File: src/rtl/core/swm_pkg.sv
// Shared types and constants for the sliding window maximum unit.
package swm_pkg;

    // Width of a sample word on the ports and of the window size register.
    localparam int SAMPLE_WIDTH = 32;
    localparam int CFG_WIDTH    = 7;

    // Input word: one sample and its end-of-array flag.
    typedef struct packed {
        logic signed [SAMPLE_WIDTH-1:0] sample_value;
        logic                           end_of_array;
    } t_swm_in;

    // Output word: the window maximum and the last-window flag.
    typedef struct packed {
        logic signed [SAMPLE_WIDTH-1:0] max_value;
        logic                           is_last;
    } t_swm_out;

    // Control broadcast to every cell of the candidate chain.
    typedef struct packed {
        logic step;   // take a new sample this cycle
        logic shift;  // front candidate leaves, everything moves one cell forward
        logic clear;  // empty the chain after this cycle
    } t_swm_cell_ctl;

endpackage

File: src/rtl/core/swm_cell.sv
// One candidate cell of the monotonic chain: value, age and valid flag.
module swm_cell #(
    parameter int DATA_WIDTH = 32,
    parameter int AGE_WIDTH  = 6
) (
    input  logic                          i_clk,
    input  logic                          i_rst_n,
    input  swm_pkg::t_swm_cell_ctl        i_ctl,
    input  logic signed [DATA_WIDTH-1:0]  i_sample,
    input  logic                          i_prev_src_keep,
    input  logic                          i_nb_valid,
    input  logic                          i_nb_keep,
    input  logic signed [DATA_WIDTH-1:0]  i_nb_value,
    input  logic [AGE_WIDTH-1:0]          i_nb_age,
    output logic                          o_valid,
    output logic signed [DATA_WIDTH-1:0]  o_value,
    output logic [AGE_WIDTH-1:0]          o_age,
    output logic                          o_keep,
    output logic                          o_src_keep
);

    logic                         r_valid;
    logic signed [DATA_WIDTH-1:0] r_value;
    logic [AGE_WIDTH-1:0]         r_age;
    logic                         n_valid;
    logic signed [DATA_WIDTH-1:0] n_value;
    logic [AGE_WIDTH-1:0]         n_age;
    logic                         src_valid;
    logic signed [DATA_WIDTH-1:0] src_value;
    logic [AGE_WIDTH-1:0]         src_age;

    // A candidate survives the new sample only if it is strictly larger.
    assign o_keep = r_valid && (r_value > i_sample);

    // When the front expires, this position is filled from the next cell.
    assign o_src_keep = i_ctl.shift ? i_nb_keep : o_keep;
    assign src_valid  = i_ctl.shift ? i_nb_valid : r_valid;
    assign src_value  = i_ctl.shift ? i_nb_value : r_value;
    assign src_age    = i_ctl.shift ? i_nb_age : r_age;

    // Next content: empty on clear; on a sample keep a survivor, take the new sample at the first
    // free position, or fall empty; on a shift alone take the next cell's content.
    always_comb begin
        n_valid = r_valid;
        n_value = r_value;
        n_age   = r_age;
        if (i_ctl.clear) begin
            n_valid = 1'b0;
            n_age   = '0;
        end else if (i_ctl.step) begin
            if (o_src_keep) begin
                n_valid = 1'b1;
                n_value = src_value;
                n_age   = src_age + AGE_WIDTH'(1);
            end else if (i_prev_src_keep) begin
                n_valid = 1'b1;
                n_value = i_sample;
                n_age   = '0;
            end else begin
                n_valid = 1'b0;
                n_age   = '0;
            end
        end else if (i_ctl.shift) begin
            n_valid = src_valid;
            n_value = src_value;
            n_age   = src_age;
        end
    end

    // Control state is reset; the stored value needs no reset.
    always_ff @(posedge i_clk) begin
        if (!i_rst_n) begin
            r_valid <= 1'b0;
            r_age   <= '0;
        end else begin
            r_valid <= n_valid;
            r_age   <= n_age;
        end
    end

    always_ff @(posedge i_clk) begin
        r_value <= n_value;
    end

    assign o_valid = r_valid;
    assign o_value = r_value;
    assign o_age   = r_age;

endmodule

File: config.mk
export PLATFORM = sky130hd
export DESIGN_NAME = swm_cell
export DESIGN_NICKNAME = d
export VERILOG_FILES = /design/src/rtl/core/swm_pkg.sv /design/src/rtl/core/swm_cell.sv
export SDC_FILE = /design/constraint.sdc
export NUM_CORES = 1
export LEC_CHECK = 0
export BUFFER_PORTS_ARGS = -buffer_cell sky130_fd_sc_hd__buf_2
export CAP_MARGIN = 20
export CORE_ASPECT_RATIO = 1.75
export CORE_UTILIZATION = 46
export DETAILED_ROUTE_END_ITERATION = 7
export PLACE_DENSITY = 0.76
export SKIP_CTS_REPAIR_TIMING = 1
export SLEW_MARGIN = 30
export SYNTH_ARGS = -nofsm -noshare
export SYNTH_HDL_FRONTEND = slang
export SYNTH_SLANG_ARGS = --single-unit
export TNS_END_PERCENT = 20
File: constraint.sdc
create_clock -name i_clk -period 5.4 [get_ports i_clk]
set_clock_uncertainty 0.15 [all_clocks]
set_input_delay 1.62 -clock i_clk [delete_from_list [all_inputs] [get_ports i_clk]]
set_output_delay 1.62 -clock i_clk [all_outputs]
set_load 0.03 [all_outputs]
==> results.md <==
* Kind of critical path: in2out
* NetSw at 0.266 mW
* Worst Max-Slew Pin Slew at 0.670 ns
* Min-delay worst type: reg2reg
* Commonest non-fill, non-tap cell in the layout: buf_2
* Critical path's top delay family: simple AND/OR/NAND/NOR gates
* Critical Path Max Stage Delay at 0.37 ns
* Via count at 2,505
* Ant diodes at 0
* ANT nets after route at 0
* Total power at 0.811 mW
* Placed Cells at 466
* Layout cells sized above 1 at 36.5%
* Ys Warns at 0
* R2R depth at 9
* Comb power frac at 29.9%
* Router iterations before antenna repair at 5
* Antenna violations before repair at 0
* Die ar. at approximately 6900 um2
* Clk pwr share at 24.6%
* Final Cycle Share at 97.9%
* Iter 0 DRT Violations at 84
* FF+latch count, synth at 39
* Internal at 0.546 mW
* Sequential share of power at 45.5%
* Data arrival, critical path at about 3.5 ns
* Root Buffer: clkbuf_8
* Top_reg_cell synth: edfxtp_1
* IO Count at around 120
* CP most frequent cell: buf_2
* Crit path cell chain: buf_2, inv_1, ha_1, nand4_1, nor3_1, a221o_1, or3_1, nand3_2, and3_2, buf_2
* Max cap viols at 0
* Clock buffer count from CTS at 5
* Status: finished, final reports clean
* Area after DPL at 3630 um2
* WP data required at around 3.6 ns
* Setup WS post-layout at between 0.1 and 0.15 ns
* Die Y at 109 um
* Synth Area in Simple Gates at 9.46%
* Post-Route WL at around 7 mm
* Endpoints failing setup at 0
* Starting Density at 48.2%
* CP Launch Type: primary input
* Clock transition at path regs at 0.08 ns
* Largest family of logic cells by synthesized area: multiplexers
* Vias per inst at approximately 5.3
* Global route overflow at 0
* Post-Route Utilization at approximately 60%
* Register area share after synthesis at 36.7%
* Yosys cell types at 45
* Final net count at 504
* Mean Syn Cell Area at 11.0 um2
* Avg WL per Cell at 14.6 um
* First-pass GRT wire length at 10.9 mm
* Final Hold Vio Count at 0
* Dpl ws at roughly 0.13 ns
* Synth async-reset ratio at 0%
* Die width at 63.1 um
* Layout filler cell count at 559
* Commonest non-fill, non-tap cells in the layout: buf_2, mux2i_1, inv_1
* Clock tree buffer depth at 2
* Buf/Inv on CP at 3
* Drt drc at 0
* Number of synthesized flops with an enable pin at 32
* Power Density at 217 nW/um2
* Worst Hold Path Cells at 3
* Compound-Gate Fraction of Synth Area at 8.46%
* Final Slew Violations at 0
* PortBufs at between 100 and 150
* Fin area at 3740 um2
* Crit path depth at 10
* Clk_lat worst skew at 0.30 ns
* IR Drop Worst-Case VDD at approximately 0.00019 V
* Slew HR at a little under three fifths
* RSZ-0062 raised after global routing: no
* Final Wtd Congestion at 0.776
* Setup Total Neg Slack at 0 ns
* Htree depth at 2
* Mapped Cells at between 200 and 300
* XOR/XNOR Fraction of Synth Area at 1.17%
* Clock Sinks at 39
* Crit-path max FO at 3
* Pin count of the biggest net entering global routing at 44
* Rows at 38
* Switch share at 32.7%
* Multiplexer share of the synthesized area at 23.0%
* Area Overhead vs Synth at 24.5%
* CTS tree: done
* Syn Nets at 385
* Core Region at 6230 um2
* Vias in the first global route at 2,509
* Total GRT Usage at 20.2%
* Synth Area in Adders at 13.8%
* Leakage power at 1.98 nW
* Critical Path End Type: output port
* Mapped cell area at 3000 um2
* Peak Freq at about 190 MHz
* Detailed placer's ending HPWL at 5.41 mm
* Non-Filler Instances at 474
* Min cycle time layout at 5.29 ns
* Crit-path slowest cell: or3_1
* Final hold slack at just under 0.5 ns
## layout make-up
cell class	instances	area (um2)	share of cell area, %
Clock buffer	6	72.6	1.94
Clock inverter	2	11.3	0.301
Inverter	34	128	3.41
Multi-Input combinational cell	190	1700	45.4
Sequential cell	39	1100	29.5
Tap cell	80	100	2.68
Timing Repair Buffer	123	628	16.8
## layer usage
metal	global-route usage, %	wire length (um)	vias up
met4	7.64	91	0
met1	22.0	2720	1164
met2	38.8	3790	84
met3	2.93	293	7
met5	0	0	-
li1	-	-	1250
## cell families after synthesis
family                     Yosys count
buffers and inverters               45
muxes                               68
DFF                                 39
and+or+nand+nor                     46
AOI/OAI and AO/OA                   39
xor gates and xnor gates             4
adders and majority gates           33
## power by group through the flow
stage               clock, mW  sequential, mW  combinational [mW]
floorplan                   0           0.412               0.133
global placement            0           0.375               0.236
detailed placement          0           0.376               0.243
CTS                     0.201           0.369               0.245
global route            0.214           0.372               0.267
finish                  0.199           0.369               0.243
## final timing paths
kind | start | endpoint | slack [ns]
worst max-delay path | i_sample[27] | o_keep | 0.11
worst min-delay path | o_age[1] | o_age[1] | 0.49
worst min register to register | o_age[1] | o_age[1] | 0.49
worst max register to register | o_value[26] | o_value[0] | 2.30
## cells in the mapped netlist (4+ instances only)
cell,instances,area (um2)
a21oi_1,17,85.1
clkbuf_1,4,15.0
dfxtp_1,7,140
edfxtp_1,32,961
ha_1,33,413
inv_1,34,128
mux2i_1,64,641
nand2_1,9,33.8
nand3_1,6,30.0
nand4_1,9,56.3
nor2_1,5,18.8
o21ai_0,4,20.0
## flip-flops by register name, indices dropped and copies added (netlist names)
name / count
o_value: 32
o_age: 6
o_valid: 1
## worst reg2reg max path, cell delays in order, from the launching register on
cell      delay, ns
edfxtp_1       0.42
ha_1           0.31
nand4_1        0.21
nor3_1         0.08
a221o_1        0.34
or3_1          0.37
nand3_2        0.10
a311o_2        0.19
buf_4          0.33
mux2_4         0.34
No activity file was read; power rests on OpenSTA's default activity.
